## config.mk

```make
export PLATFORM = sky130hd
export DESIGN_NAME = wc3_queue
export DESIGN_NICKNAME = d
export VERILOG_FILES = /design/src/hw/rtl/wc3_queue.sv
export SDC_FILE = /design/constraint.sdc
export NUM_CORES = 1
export LEC_CHECK = 0
export ABC_AREA = 0
export ABC_CLOCK_PERIOD_IN_PS = 2700
export BUFFER_PORTS_ARGS = -buffer_cell sky130_fd_sc_hd__buf_2
export CAP_MARGIN = 20
export CELL_PAD_IN_SITES_DETAIL_PLACEMENT = 1
export CELL_PAD_IN_SITES_GLOBAL_PLACEMENT = 2
export CORE_MARGIN = 4
export CORE_UTILIZATION = 41
export DETAILED_ROUTE_END_ITERATION = 8
export PLACE_DENSITY = 0.79
export SLEW_MARGIN = 20
export SYNTH_ARGS = -nofsm -noshare
export SYNTH_HDL_FRONTEND = slang
export SYNTH_SLANG_ARGS = --single-unit
```

## constraint.sdc

```tcl
create_clock -name clk -period 2.7 [get_ports clk]
set_input_delay 0.54 -clock clk [delete_from_list [all_inputs] [get_ports clk]]
set_output_delay 0.54 -clock clk [all_outputs]
set_load 0.05 [all_outputs]
```

## src/hw/rtl/wc3_queue.sv

```systemverilog
// Small register-based first-in first-out queue with a fill level output.
module wc3_queue #(
    parameter int WIDTH = 8,
    parameter int DEPTH = 4
) (
    input  logic                         clk,
    input  logic                         rst_n,
    input  logic                         push,
    input  logic [WIDTH-1:0]             din,
    input  logic                         pop,
    output logic [WIDTH-1:0]             dout,
    output logic                         empty,
    output logic [$clog2(DEPTH+1)-1:0]   level
);

    localparam int PW = (DEPTH > 1) ? $clog2(DEPTH) : 1;
    localparam int LW = $clog2(DEPTH+1);

    logic [WIDTH-1:0] mem [DEPTH];
    logic [PW-1:0]    wr_ptr_reg, wr_ptr_next;
    logic [PW-1:0]    rd_ptr_reg, rd_ptr_next;
    logic [LW-1:0]    level_reg, level_next;
    logic             do_pop;

    // Drop a pop request against an empty queue
    assign do_pop = pop && (level_reg != '0);

    // Advance pointers and fill level
    always_comb
    begin
        wr_ptr_next = wr_ptr_reg;
        rd_ptr_next = rd_ptr_reg;
        if (push)
        begin
            wr_ptr_next = (wr_ptr_reg == PW'(DEPTH-1)) ? '0 : wr_ptr_reg + PW'(1);
        end
        if (do_pop)
        begin
            rd_ptr_next = (rd_ptr_reg == PW'(DEPTH-1)) ? '0 : rd_ptr_reg + PW'(1);
        end
        level_next = level_reg + LW'(push) - LW'(do_pop);
    end

    always_ff @(posedge clk or negedge rst_n)
    begin
        if (!rst_n)
        begin
            wr_ptr_reg <= '0;
            rd_ptr_reg <= '0;
            level_reg  <= '0;
        end
        else
        begin
            wr_ptr_reg <= wr_ptr_next;
            rd_ptr_reg <= rd_ptr_next;
            level_reg  <= level_next;
        end
    end

    // Store the pushed entry
    always_ff @(posedge clk)
    begin
        if (push)
        begin
            mem[wr_ptr_reg] <= din;
        end
    end

    assign dout  = mem[rd_ptr_reg];
    assign empty = (level_reg == '0);
    assign level = level_reg;

    // Writers reserve room ahead, so a push never meets a full queue
    a_push_has_room: assert property (@(posedge clk) disable iff (!rst_n)
        push |-> (level_reg < LW'(DEPTH)))
        else $error("queue pushed while full");

endmodule

```

== Word-level counts from Yosys, hierarchy flattened ==
Memories as Yosys holds them, arrays and structs flattened.
Index checks and enable logic that the tools add are counted.
Word-level totals
  output and inout port bits: 12
  bits in read-only memories: 0
  RAM bits: 32
  register bits: 7
  bits of input ports: 12
  word-level logic and storage cells: 17
  memories kept: 1
  latch bits: 0
Cells by class
  muxes and demuxes: 4
  magnitude comparators: 0
  multiply operators: 0
  shifts and indexed selects: 0
  eq/ne operators: 2
  divide/modulo/power cells: 0
  add/sub/neg operators: 4
  reductions and logical operators: 3
  bitwise logic cells: 0
Memory list
  mem: words 4, bits a word 8, rd ports 1, clocked after Yosys merged registers in 0, wr ports 1, RTL line 19  | logic [WIDTH-1:0] mem [DEPTH];
Operator list (number)
  $add 2x1->2 const B: 2
  $eq 2x2->1 const B: 2
  $mux 2: 2
  $add 3x1->3: 1
  $logic_not 3->1: 1
  $reduce_bool 3->1: 1
  $sub 3x1->3: 1
  $mux 1: 2
  $logic_and 1x1->1: 1

== Depth between registers and ports, before layout ==
  word-level depth: 3
  depth in mapped cells: 9
  mapped depth without buffers: 9

== Least setup slack after synthesis ==
OpenSTA, ideal clock, no wires.
  kind: reg2out
  start: reg level_reg[1] (netlist: level[1])
  end: out empty
  required time: 2160 ps
  slack: 355 ps
  data arrival time: 1805 ps
  buffers on the path: 0
  stages on the path, launching flop included: 2
  cells stage by stage: dfrtp_1 nor3_1
Between the ends
  longest elaborated chain between the ends: 1
RTL lines
  from (decl): RTL line 22  | logic [LW-1:0] level_reg, level_next;
  from (signal assigned): RTL line 56  | level_reg <= level_next;
  $logic_not 3->1: RTL line 70  | assign empty = (level_reg == '0);
  to (decl): RTL line 12  | output logic empty,
Every way passes these cells.

== Final worst setup path ==
  start: reg rd_ptr_reg[0]
  end: out dout[6]
Between the ends
  longest elaborated chain between the ends: 1
RTL lines
  from (decl): RTL line 21  | logic [PW-1:0] rd_ptr_reg, rd_ptr_next;
  from (signal assigned): RTL line 55  | rd_ptr_reg <= rd_ptr_next;
  $mem_v2 4x8
  to (decl): RTL line 11  | output logic [WIDTH-1:0] dout,
Every way passes these cells.

==> impl_table.tex <==
\begin{tabular}{lr}
\hline
Metric & Value \\
\hline
\multicolumn{2}{l}{\textbf{Power}} \\
Internal & about 1500 µW \\
P\_leak & 0.000718 µW \\
Proportion of power drawn by combinational gates & between 30\% and 40\% \\
Cell Pwr Density & 1270 nW/µm² \\
Sw frac & 38.5\% \\
Switch Pwr & $\sim$920 µW \\
Worst VDD drop & about 0.33 mV \\
Portion of total power attributed to the clock network & about a quarter \\
Sequential share of power & between 30\% and 40\% \\
\multicolumn{2}{l}{\textbf{Synthesis}} \\
Sequential element share of the synthesized area & a little under three quarters \\
Most frequently used cell type in the post-synthesis netlist & sky130\_fd\_sc\_hd\_\_edfxtp\_1 \\
Share of the synthesized area in the top cell type & between 60\% and 70\% \\
Number of nets produced by synthesis & just under 100 \\
Most area-consuming cells after synthesis & sky130\_fd\_sc\_hd\_\_edfxtp\_1 (61\%), sky130\_fd\_sc\_hd\_\_mux4\_2 (11\%), sky130\_fd\_sc\_hd\_\_dfrtp\_1 (11\%) \\
Synthesized area divided by synthesized cell count & 20.1 µm² \\
Leading area contributor after synthesis & sky130\_fd\_sc\_hd\_\_edfxtp\_1 \\
Register bit total from synthesis & 39 \\
Post-synth EDFFs & 32 \\
Top\_reg\_cell synth & sky130\_fd\_sc\_hd\_\_edfxtp\_1 \\
Post-synthesis async set-or-reset flop share & roughly 18\% \\
Mapped cell area & 1580 µm² \\
Ranking of synthesized cells by instance count & sky130\_fd\_sc\_hd\_\_edfxtp\_1 (32), sky130\_fd\_sc\_hd\_\_mux4\_2 (8), sky130\_fd\_sc\_hd\_\_dfrtp\_1 (7), sky130\_fd\_sc\_hd\_\_ha\_1 (7), sky130\_fd\_sc\_hd\_\_inv\_1 (7) \\
Number of distinct standard cells referenced by the synthesized netlist & 17 \\
Cell count after synthesis & 79 \\
Number of synthesis warnings & 0 \\
\multicolumn{2}{l}{\textbf{Placement}} \\
Placed cell areas & roughly 1700 µm² \\
Port Buffers & 23 \\
Pre-CTS setup slack & between 500 and 600 ps \\
Half-perimeter wire length after placement & 1830 µm \\
GP Congestion & around 0.74 \\
\multicolumn{2}{l}{\textbf{Die}} \\
Core Area & roughly 3700 µm² \\
Total die area & a little under 5000 µm² \\
Number of ports placed on the die boundary & 24 \\
Horiz. Die Dim & 70.2 µm \\
Initial standard-cell utilization of the core & a little over two fifths \\
Row Count & 22 \\
Y dimension of the die & roughly 70 µm \\
\multicolumn{2}{l}{\textbf{STA}} \\
Final critical-path share of the clock period & between 80 and 90\% \\
RSZ-0062 raised after global routing & no \\
Number of slew-limit violations in the final report & 0 \\
Time the worst path needs with I/O delays and setup & $\sim$2400 ps \\
Final hold violation count & 0 \\
Achievable Freq & 421 MHz \\
Worst rel slew slack & approximately 59\% \\
Final TNS setup & 0 ps \\
Worst Tran Pin Value & about 600 ps \\
PnR worst setup slack & 327 ps \\
Finish-stage setup viols & 0 \\
Worst Skew & 7.73 ps \\
\multicolumn{2}{l}{\textbf{Worst setup path}} \\
Largest fanout of any net on the critical path & 11 \\
FF-to-FF path depth & 9 \\
Delay of the slowest critical-path stage & around 730 ps \\
CP max stage cell & sky130\_fd\_sc\_hd\_\_dfrtp\_1 \\
Critical path arrival & 1830 ps \\
Reg-to-Reg End & level[2]\$\_DFF\_PN0\_ \\
Reg-to-reg setup timing slack & between 500 and 600 ps \\
Startpoint types & flop \\
Critical path type & reg2out \\
Capturing element type of the critical path & output port \\
Launching point of the worst reg2reg path & level[1]\$\_DFF\_PN0\_ \\
Buf+Inv Stages, Crit Path & 1 \\
CP top delay family & flip-flops \\
Data required, critical path & $\sim$2200 ps \\
Crit path cell chain & mux4\_2 > buf\_2 \\
\multicolumn{2}{l}{\textbf{Final layout}} \\
Proportion of layout cells with a drive suffix above 1 & a little under two fifths \\
Flip-flop count of the largest register after layout & 32 \\
Post-route standard cell area excluding fillers & 1880 µm² \\
Fin util & between 50\% and 60\% \\
Area overhead of the layout relative to synthesis & 18.4\% \\
Antenna cells & 0 \\
Final Net Count & 127 \\
Filler Cells Inserted & $\sim$350 \\
\multicolumn{2}{l}{\textbf{Route}} \\
DRC viols & 0 \\
Total length of routed wires & approximately 2600 µm \\
Routed vias/inst & $\sim$4.9 \\
Number of violations reported at the end of detailed-routing iteration 0 & 63 \\
Routed WL per cell & roughly 17 µm \\
Pre-antenna DRT Iters & 2 \\
Final antenna-violating net count & 0 \\
Via count & 767 \\
\multicolumn{2}{l}{\textbf{Clock tree}} \\
Number of buffers inserted to repair setup after CTS & 0 \\
Clock-pin slew on the worst setup and hold paths & roughly 80 ps \\
Hold\_buf cts & 0 \\
Clk sink count & 39 \\
Number of CTS-inserted buffers & 5 \\
Maximum level of the CTS H-tree & 2 \\
Clock insertion delay at the later pin of the skew report & about 290 ps \\
PostCTS Resize Cnt & 0 \\
Max Root-Sink Buffers & 2 \\
Clock root buffer & sky130\_fd\_sc\_hd\_\_clkbuf\_8 \\
Clock tree from TritonCTS & done \\
\multicolumn{2}{l}{\textbf{Global route}} \\
Wire length of the first global-routing pass & 4400 µm \\
Antenna violations before repair & 0 \\
Number of global-route vias before repair & 830 \\
Remaining Overflow, GRT & 0 \\
Maximum number of pins on one net before global-route repair & 13 \\
Total GRT Usage & between 10\% and 20\% \\
\multicolumn{2}{l}{\textbf{Worst hold path}} \\
Path type of the worst min-delay path & in2async \\
\multicolumn{2}{l}{\textbf{Run status}} \\
Status & complete, no violations \\
\multicolumn{2}{l}{\textbf{Job}} \\
Number of maximum-capacitance violations & 0 \\
\hline
\end{tabular}
==> cell families (layout without fill, tap and decap cells) <==
group	Yosys count	count (layout)	share of synthesized area (%)
flops	39	39	71.7
mux	10	10	12.8
buf+inv	9	38	2.69
fa+ha+maj	8	8	6.79
simple gates	8	8	2.92
compound gates	3	3	1.97
xor+xnor	2	2	1.11
==> power groups by stage <==
| stage | sequential (µW) | combinational (µW) | clock (µW) |
|---|---|---|---|
| after floorplan | 954 | 709 | 0 |
| after global routing | 963 | 967 | 599 |
| after global placement | 944 | 876 | 0 |
| final | 940 | 882 | 561 |
| after CTS | 947 | 900 | 569 |
| after detailed placement | 955 | 900 | 0 |
==> worst max path at each step <==
stage,start,end,depth (start not counted)
after floorplan,level[1]$_DFF_PN0_,empty,1
final,rd_ptr_reg[0]$_DFFE_PN0P_,dout[6],2
after global placement,level[1]$_DFF_PN0_,level[2]$_DFF_PN0_,9
after global routing,rd_ptr_reg[0]$_DFFE_PN0P_,dout[7],2
after detailed placement,level[1]$_DFF_PN0_,level[2]$_DFF_PN0_,9
after CTS,rd_ptr_reg[0]$_DFFE_PN0P_,dout[7],2
==> final cells by class <==
class	count	area, µm²	area share, %
Clock buffer	6	72.6	3.87
Clock inverter	2	60.1	3.20
Inverter	7	26.3	1.40
Multi-Input combinational cell	31	405	21.6
Sequential cell	39	1140	60.6
Tap cell	48	60.1	3.20
Timing Repair Buffer	23	115	6.14
==> cell usage in the layout, fill, tap and decap left out <==
| cell type | instances |
|---|---|
| sky130_fd_sc_hd__nor3_1 | 1 |
| sky130_fd_sc_hd__clkbuf_1 | 1 |
| sky130_fd_sc_hd__bufinv_16 | 2 |
| sky130_fd_sc_hd__and2_1 | 4 |
| sky130_fd_sc_hd__fa_1 | 1 |
| sky130_fd_sc_hd__o31ai_4 | 1 |
| sky130_fd_sc_hd__mux4_2 | 8 |
| sky130_fd_sc_hd__or3b_1 | 1 |
| sky130_fd_sc_hd__xnor2_1 | 2 |
| sky130_fd_sc_hd__mux2_2 | 2 |
| sky130_fd_sc_hd__edfxtp_1 | 32 |
| sky130_fd_sc_hd__nor2_1 | 1 |
| sky130_fd_sc_hd__buf_2 | 23 |
| sky130_fd_sc_hd__clkbuf_8 | 5 |
| sky130_fd_sc_hd__ha_1 | 7 |
| sky130_fd_sc_hd__dfrtp_1 | 7 |
| sky130_fd_sc_hd__inv_1 | 7 |
| sky130_fd_sc_hd__o21ai_0 | 2 |
| sky130_fd_sc_hd__nand2_1 | 1 |
==> per-stage QoR <==
step | total power (µW) | hold WS, ps | instances
2_1_floorplan | 1660 | 244 | 79
3_3_place_gp | 1820 | 386 | 148
3_5_place_dp | 1860 | 388 | 148
4_1_cts | 2420 | 73.5 | 156
5_1_grt | 2530 | 71.9 | 156
6_report | 2380 | 72.9 | 156
==> metal layers <==
metal  wire length [µm]  global-route usage, %
met3                118                   4.60
met2               1320                   19.3
met5                  0                      0
met1               1100                   15.0
met4                 42                   4.47
Note: power is estimated with default switching activity, not from simulation.
