<file path="config.mk">
export PLATFORM = sky130hd
export DESIGN_NAME = wc3_back
export DESIGN_NICKNAME = d
export VERILOG_FILES = /design/src/hw/rtl/wc3_pkg.sv /design/src/hw/rtl/wc3_back.sv
export SDC_FILE = /design/constraint.sdc
export NUM_CORES = 2
export LEC_CHECK = 0
export BUFFER_PORTS_ARGS = -buffer_cell sky130_fd_sc_hd__buf_2
export CAP_MARGIN = 20
export CORE_MARGIN = 1.5
export CORE_UTILIZATION = 50
export CTS_CLUSTER_SIZE = 30
export DETAILED_ROUTE_END_ITERATION = 6
export MAX_ROUTING_LAYER = met4
export PLACE_DENSITY = 0.65
export SETUP_SLACK_MARGIN = 0.05
export SYNTH_ARGS = -nofsm -noshare
export SYNTH_HDL_FRONTEND = slang
export SYNTH_SLANG_ARGS = --single-unit
</file>
<file path="constraint.sdc">
create_clock -name clk -period 50.7 [get_ports clk]
set_clock_uncertainty 0.2 [all_clocks]
set_input_delay 7.605 -clock clk [delete_from_list [all_inputs] [get_ports clk]]
set_output_delay 7.605 -clock clk [all_outputs]
set_load 0.02 [all_outputs]
</file>
<file path="src/hw/rtl/wc3_pkg.sv">
// Shared constants, register codes and payload types of the 3x3 window convolution block.
package wc3_pkg;

    // Default frame limits
    localparam int DEF_MAX_WIDTH  = 1024;
    localparam int DEF_MAX_HEIGHT = 4096;

    // Field widths
    localparam int PIX_W     = 8;
    localparam int IMG_W     = 11;
    localparam int MASK_W    = 24;
    localparam int COEF_W    = 8;
    localparam int FILT_W    = 15;
    localparam int ROW_OUT_W = 12;
    localparam int COL_OUT_W = 10;

    // Narrowest usable row width
    localparam int WIDTH_MIN = 3;

    // Queue depths between the parts
    localparam int MID_DEPTH = 4;
    localparam int OUT_DEPTH = 8;

    // Arithmetic widths of the back end
    localparam int PROD_W = PIX_W + COEF_W + 1;   // unsigned pixel times signed coefficient
    localparam int RSUM_W = PROD_W + 2;           // three products
    localparam int TSUM_W = RSUM_W + 2;           // three row sums
    localparam int POS_W  = 19;                   // clamped sum stays below 2**19

    // Divide by nine as multiply by ceil(2**23 / 9), exact for sums below 2**21
    localparam int                RECIP_SHIFT = 23;
    localparam int                RECIP_W     = 20;
    localparam logic [RECIP_W-1:0] RECIP_9    = 20'd932068;

    // Configuration register indexes
    typedef enum logic [1:0] {
        REG_IMAGE_WIDTH = 2'b00,
        REG_MASK_TOP    = 2'b01,
        REG_MASK_MID    = 2'b10,
        REG_MASK_BOT    = 2'b11
    } cfg_index_t;

    // Window pixels: [row][column][bit], row 0 on top, column 0 on the left
    typedef logic [2:0][2:0][PIX_W-1:0] pix_window_t;

    typedef struct packed {
        pix_window_t          win;
        logic [ROW_OUT_W-1:0] row;
        logic [COL_OUT_W-1:0] col;
    } window_item_t;

    typedef struct packed {
        logic [MASK_W-1:0] top;
        logic [MASK_W-1:0] mid;
        logic [MASK_W-1:0] bot;
    } mask_set_t;

    typedef struct packed {
        logic [FILT_W-1:0]    filtered;
        logic [ROW_OUT_W-1:0] row;
        logic [COL_OUT_W-1:0] col;
    } result_t;

endpackage

</file>
<file path="src/hw/rtl/wc3_back.sv">
// Back end: nine products, summation, clamp and divide by nine.
module wc3_back (
    input  logic                                       clk,
    input  logic                                       rst_n,
    input  logic                                       q_empty,
    input  wc3_pkg::window_item_t                      q_item,
    output logic                                       q_pop,
    input  wc3_pkg::mask_set_t                         masks,
    input  logic [$clog2(wc3_pkg::OUT_DEPTH+1)-1:0]    out_level,
    output logic                                       out_push,
    output wc3_pkg::result_t                           out_item
);

    import wc3_pkg::*;

    localparam int MUL_W = POS_W + RECIP_W;

    logic [2:0][MASK_W-1:0] mask_rows;
    logic [31:0]            in_flight;

    logic                       v1_reg, v2_reg, v3_reg, v4_reg;
    logic signed [PROD_W-1:0]   prod_reg [3][3];
    logic signed [RSUM_W-1:0]   rsum_reg [3];
    logic [POS_W-1:0]           pos_reg;
    logic signed [TSUM_W-1:0]   total;
    logic [MUL_W-1:0]           scaled;

    logic [ROW_OUT_W-1:0] row1_reg, row2_reg, row3_reg;
    logic [COL_OUT_W-1:0] col1_reg, col2_reg, col3_reg;
    result_t              res_reg;

    assign mask_rows[0] = masks.top;
    assign mask_rows[1] = masks.mid;
    assign mask_rows[2] = masks.bot;

    // Take a window only when the result queue has room for all in flight
    assign in_flight = 32'(v1_reg) + 32'(v2_reg) + 32'(v3_reg) + 32'(v4_reg);
    assign q_pop     = !q_empty && ((32'(out_level) + in_flight) < 32'(OUT_DEPTH));

    always_ff @(posedge clk or negedge rst_n)
    begin
        if (!rst_n)
        begin
            v1_reg <= 1'b0;
            v2_reg <= 1'b0;
            v3_reg <= 1'b0;
            v4_reg <= 1'b0;
        end
        else
        begin
            v1_reg <= q_pop;
            v2_reg <= v1_reg;
            v3_reg <= v2_reg;
            v4_reg <= v3_reg;
        end
    end

    // Stage 1: multiply each pixel by the coefficient in the same place
    always_ff @(posedge clk)
    begin
        if (q_pop)
        begin
            for (int i = 0; i < 3; i++)
            begin
                for (int j = 0; j < 3; j++)
                begin
                    prod_reg[i][j] <= $signed({1'b0, q_item.win[i][j]})
                                    * $signed(mask_rows[i][COEF_W*j +: COEF_W]);
                end
            end
            row1_reg <= q_item.row;
            col1_reg <= q_item.col;
        end
    end

    // Stage 2: sum each mask row
    always_ff @(posedge clk)
    begin
        if (v1_reg)
        begin
            for (int i = 0; i < 3; i++)
            begin
                rsum_reg[i] <= {{2{prod_reg[i][0][PROD_W-1]}}, prod_reg[i][0]}
                             + {{2{prod_reg[i][1][PROD_W-1]}}, prod_reg[i][1]}
                             + {{2{prod_reg[i][2][PROD_W-1]}}, prod_reg[i][2]};
            end
            row2_reg <= row1_reg;
            col2_reg <= col1_reg;
        end
    end

    // Stage 3: total the rows and clamp negatives to zero
    always_comb
    begin
        total = {{2{rsum_reg[0][RSUM_W-1]}}, rsum_reg[0]}
              + {{2{rsum_reg[1][RSUM_W-1]}}, rsum_reg[1]}
              + {{2{rsum_reg[2][RSUM_W-1]}}, rsum_reg[2]};
    end

    always_ff @(posedge clk)
    begin
        if (v2_reg)
        begin
            pos_reg  <= (total > 0) ? total[POS_W-1:0] : '0;
            row3_reg <= row2_reg;
            col3_reg <= col2_reg;
        end
    end

    // Stage 4: divide by nine through the reciprocal
    assign scaled = MUL_W'(pos_reg) * MUL_W'(RECIP_9);

    always_ff @(posedge clk)
    begin
        if (v3_reg)
        begin
            res_reg.filtered <= scaled[RECIP_SHIFT +: FILT_W];
            res_reg.row      <= row3_reg;
            res_reg.col      <= col3_reg;
        end
    end

    assign out_push = v4_reg;
    assign out_item = res_reg;

    // A result leaves after its window passes the product, row sum, clamped sum and result registers
    a_result_latency: assert property (@(posedge clk) disable iff (!rst_n)
        out_push |-> $past(q_pop, 4))
        else $error("result without a matching window");

    // Reserved room never exceeds the result queue
    a_credit_bound: assert property (@(posedge clk) disable iff (!rst_n)
        (32'(out_level) + in_flight) <= 32'(OUT_DEPTH))
        else $error("result queue overcommitted");

endmodule

</file>
Yosys cells after proc, flatten, opt, wreduce, memory -nomap -nowiden

Memories as Yosys holds them, arrays and structs flattened.
Index checks and enable logic that the tools add are counted.

Register bits after elaboration: 126
Bits in writable memories: 210
Output and inout bits: 39
Logic and storage cells: 46
Memories kept: 2

Add/subtract/negate cells: 12
$mul: 10
$lt $le $gt $ge: 2
Muxes and demuxes: 4
Reduce and logical (&&, ||, !) cells: 2

Memories:

| memory   | words | bits a word | rd ports | clocked after Yosys merged registers in | wr ports | RTL line       | source |
|---|---|---|---|---|---|---|---|
| prod_reg | 3     | 51          | 3        | 0                                       | 3        | wc3_back.sv:22 | `logic signed [PROD_W-1:0] prod_reg [3][3];` |
| rsum_reg | 3     | 19          | 3        | 0                                       | 3        | wc3_back.sv:23 | `logic signed [RSUM_W-1:0] rsum_reg [3];` |

Operators by type and width:

| operator                                                       | count |
|---|---|
| multiplier 9 x 8 -> 17 bit                                     | 9 |
| adder 18 x 17 -> 19 bit                                        | 3 |
| adder 17 x 17 -> 18 bit                                        | 3 |
| multiplier 19 x 18 -> 36 bit, second input constant            | 1 |
| adder 20 x 19 -> 21 bit                                        | 1 |
| greater-than comparator 21 x 1 -> 1 bit, second input constant | 1 |
| adder 19 x 19 -> 20 bit                                        | 1 |
| adder 4 x 4 -> 5 bit                                           | 1 |
| less-than comparator 5 x 4 -> 1 bit, second input constant     | 1 |
| adder 3 x 1 -> 4 bit                                           | 1 |
| two-way mux 1 bit                                              | 4 |
| adder 2 x 1 -> 3 bit                                           | 1 |
| adder 1 x 1 -> 2 bit                                           | 1 |
| logical AND 1 bit                                              | 1 |
| zero test 1 bit                                                | 1 |

Longest topological paths before layout

Depth in word-level cells: 8
Mapped depth: 22

Least setup slack after synthesis

OpenSTA, ideal clock, no wires.

Kind: input to output
From: in out_level[0] (netlist name)
To: out q_pop
Arrival: 21.952 ns
Path slack: 20.943 ns
Cell stages on the path: 5
Cell sequence: fa_1 -> ha_1 -> a21o_1 -> a21o_1 -> a211oi_1

Cells in the longest elaborated chain, start to end: 3

RTL lines:

| element                             | RTL line       | source |
|---|---|---|
| start: declaration                  | wc3_back.sv:9  | `input logic [$clog2(wc3_pkg::OUT_DEPTH+1)-1:0] out_level,` |
| adder 4 x 4 -> 5 bit                | wc3_back.sv:38 | `assign q_pop = !q_empty && ((32'(out_level) + in_flight) < 32'(OUT_DEPTH));` |
| less-than comparator 5 x 4 -> 1 bit | wc3_back.sv:38 |  |
| logical AND 1 bit                   | wc3_back.sv:38 |  |
| end: declaration                    | wc3_back.sv:7  | `output logic q_pop,` |

Every way passes these cells.

Worst setup path after layout

Ends and elaborated chain as after synthesis.

==> impl_metrics.env <==
export IMPL_viasPerCell=5.09
export IMPL_dp_cells=4709
export IMPL_synth_net_count=4778
export IMPL_drtPass1Iterations=5
export IMPL_worstSkewPairLatency_ns=0.56
export IMPL_routedWlPerCell_microns=15.6
export IMPL_avgSynthCellArea_sq_um=10.8
export IMPL_cp_required_ns=42.90
export IMPL_synthArstFlopShare_pct=1.19
export IMPL_slowest_stage="fa_1"
export IMPL_final_antenna_net_count=0
export IMPL_grt_max_degree=70
export IMPL_wl_met3_mm=2.65
export IMPL_syn_area_sq_um=38100
export IMPL_rows=101
export IMPL_die_w_microns=279
export IMPL_largest_reg_flops=153
export IMPL_pin_count=212
export IMPL_synth_common_cells="690 x inv_1, 595 x ha_1, 492 x fa_1"
export IMPL_start_kind="primary input"
export IMPL_min_period_ns=17.48
export IMPL_final_max_slew_violation_count=0
export IMPL_fmaxAchievable_mhz=57.2
export IMPL_topRoutingLayerUsed="met4"
export IMPL_core_sq_um=75700
export IMPL_synthToLayoutAreaGrowth_pct=9.63
export IMPL_final_period_utilization_pct=34.5
export IMPL_synth_top_area_cell="edfxtp_1"
export IMPL_dr_wl_met2_mm=36.3
export IMPL_clock_sinks=336
export IMPL_min_to="out_item[8]$_DFFE_PP_"
export IMPL_cp_slowest_stage_delay_ns=0.53
export IMPL_synth_cell_types=57
export IMPL_grt_usage_pct=20.6
export IMPL_setup_tns_ns=0
export IMPL_antenna_found_initial=2
export IMPL_relSlewSlack_pct=41.1
export IMPL_drive_gt1_share_pct=7.70
export IMPL_die_y_microns=279
export IMPL_cts_resized=0
export IMPL_rsz0062_at_grt="false"
export IMPL_criticalPathCategory="primary input to output port"
export IMPL_cp_end_kind="output port"
export IMPL_h_tree_depth=2
export IMPL_cts_root_buf="clkbuf_16"
export IMPL_synth_edf_count=332
export IMPL_yosys_warnings=0
export IMPL_drtIter0Drc=1011
export IMPL_clk_pin_slew_ns=0.06
export IMPL_route_detailed_drc=0
export IMPL_synth_most_common_cell="inv_1"
export IMPL_fillCellCount=6647
export IMPL_reg2reg_from="pos_reg[2]$_SDFFCE_PP0P_"
export IMPL_grt_pass1_wl_mm=126
export IMPL_cp_cell_sequence="buf_2 -> fa_1 -> ha_1 -> a21o_1 -> a21o_1 -> a211oi_4 -> buf_2"
export IMPL_wl_met1_mm=34.4
export IMPL_initial_core_util_pct=50.3
export IMPL_synth_seq_cells=336
export IMPL_place_hpwl_mm=61.5
export IMPL_utilization_pct=55.2
export IMPL_nNetsFinal=5033
export IMPL_synth_top_flop_cell="edfxtp_1"
export IMPL_status="complete, no violations"
export IMPL_critPathLaunch="out_level[0]"
export IMPL_cp_max_fo=2
export IMPL_hold_start="col3_reg[8]$_DFFE_PP_"
export IMPL_yosys_area_top_type_share_pct=26.2
export IMPL_cts_buffer_depth=3
export IMPL_numCtsBuffers=39
export IMPL_r2r_cells=17
export IMPL_routabilityCongestion=0.863
export IMPL_grt_pass1_vias=25371
export IMPL_die_area_sq_um=77900
export IMPL_postCtsSetupRepairBufs=0
export IMPL_rrSetupSlack_ns=44.75
export IMPL_path_buf_inv=2
export IMPL_ys_seq_area_share_pct=26.4
export IMPL_cts_tree="yes"
export IMPL_hold_path_class="flop to flop"
export IMPL_vias=24356
export IMPL_synth_area_leaders="edfxtp_1 26%, fa_1 26%, ha_1 20%, inv_1 6.8%, and2_1 4.9%"
export IMPL_grt_ovfl_total=0
export IMPL_timing_rr_end="out_item[31]$_DFFE_PP_"
export IMPL_wl_mm=74.7
export IMPL_syn_inst=3518
export IMPL_hold_buffers=0
export IMPL_worstHoldPathCells=0
export IMPL_arrival_ns=9.67
export IMPL_cap_violations=0
export IMPL_finalNonFillerCells=4783
export IMPL_setup_viol=0
export IMPL_tightest_slew_ns=0.884
export IMPL_path_delay_family="compound AO/OA/AOI/OAI gates"
export IMPL_portBuffers=211
export IMPL_finalHoldViolCount=0
## cell usage in the layout, fill, tap and decap left out, types with 75 or more instances in the layout
cell type	count
nor2_1	187
nand2_1	255
fa_1	492
o21ai_0	78
a21oi_1	75
inv_1	690
and2_1	300
buf_2	211
ha_1	595
edfxtp_1	332
xnor2_1	122
## worst max-delay path by stage
stage	end	slack (ns)	cells past startpoint
floorplan	q_pop	20.94	5
global placement	q_pop	33.19	7
detailed placement	q_pop	33.21	7
CTS	q_pop	33.20	7
global route	q_pop	33.14	7
finish	q_pop	33.22	7
## area by class of cell
class / instances / area (sq um) / area share (%)
clock inverters: 28 / 322 / 0.770
diodes: 2 / 5.00 / 0.0120
clock buffers: 43 / 1010 / 2.42
repair buffers: 217 / 1120 / 2.68
flip-flops and latches: 336 / 10100 / 24.1
multi-input cells: 2489 / 25400 / 60.9
well taps: 978 / 1220 / 2.93
inverters: 690 / 2590 / 6.20
## metal layers
layer | global-route usage, % | vias up
li1 | - | 11944
met1 | 27.2 | 11987
met2 | 34.1 | 331
met3 | 2.54 | 94
met4 | 4.56 | 0
met5 | - | -
## through the flow
stage / hold slack [ns] / worst slack [ns] / instance area (sq um)
6_report: 0.213 / 33.22 / 41800
4_1_cts: 0.207 / 33.20 / 41700
3_5_place_dp: 0.205 / 33.21 / 40400
5_1_grt: 0.215 / 33.14 / 41800
2_1_floorplan: 0.200 / 20.94 / 38100
3_3_place_gp: 0.201 / 33.19 / 40400
## logic make-up after synthesis
family	count (synthesis)	synth area share, %
AO/OA/AOI/OAI	333	5.77
flip-flops	336	26.4
buffers and inverters	693	6.88
AND/OR/NAND/NOR	915	12.0
XOR/XNOR	153	3.52
multiplexers	1	0.0295
adder cells (fa/ha/maj)	1087	45.4
Power is not shown: default switching activity piles up to over one toggle a cycle in this logic, so the estimate is an artifact.
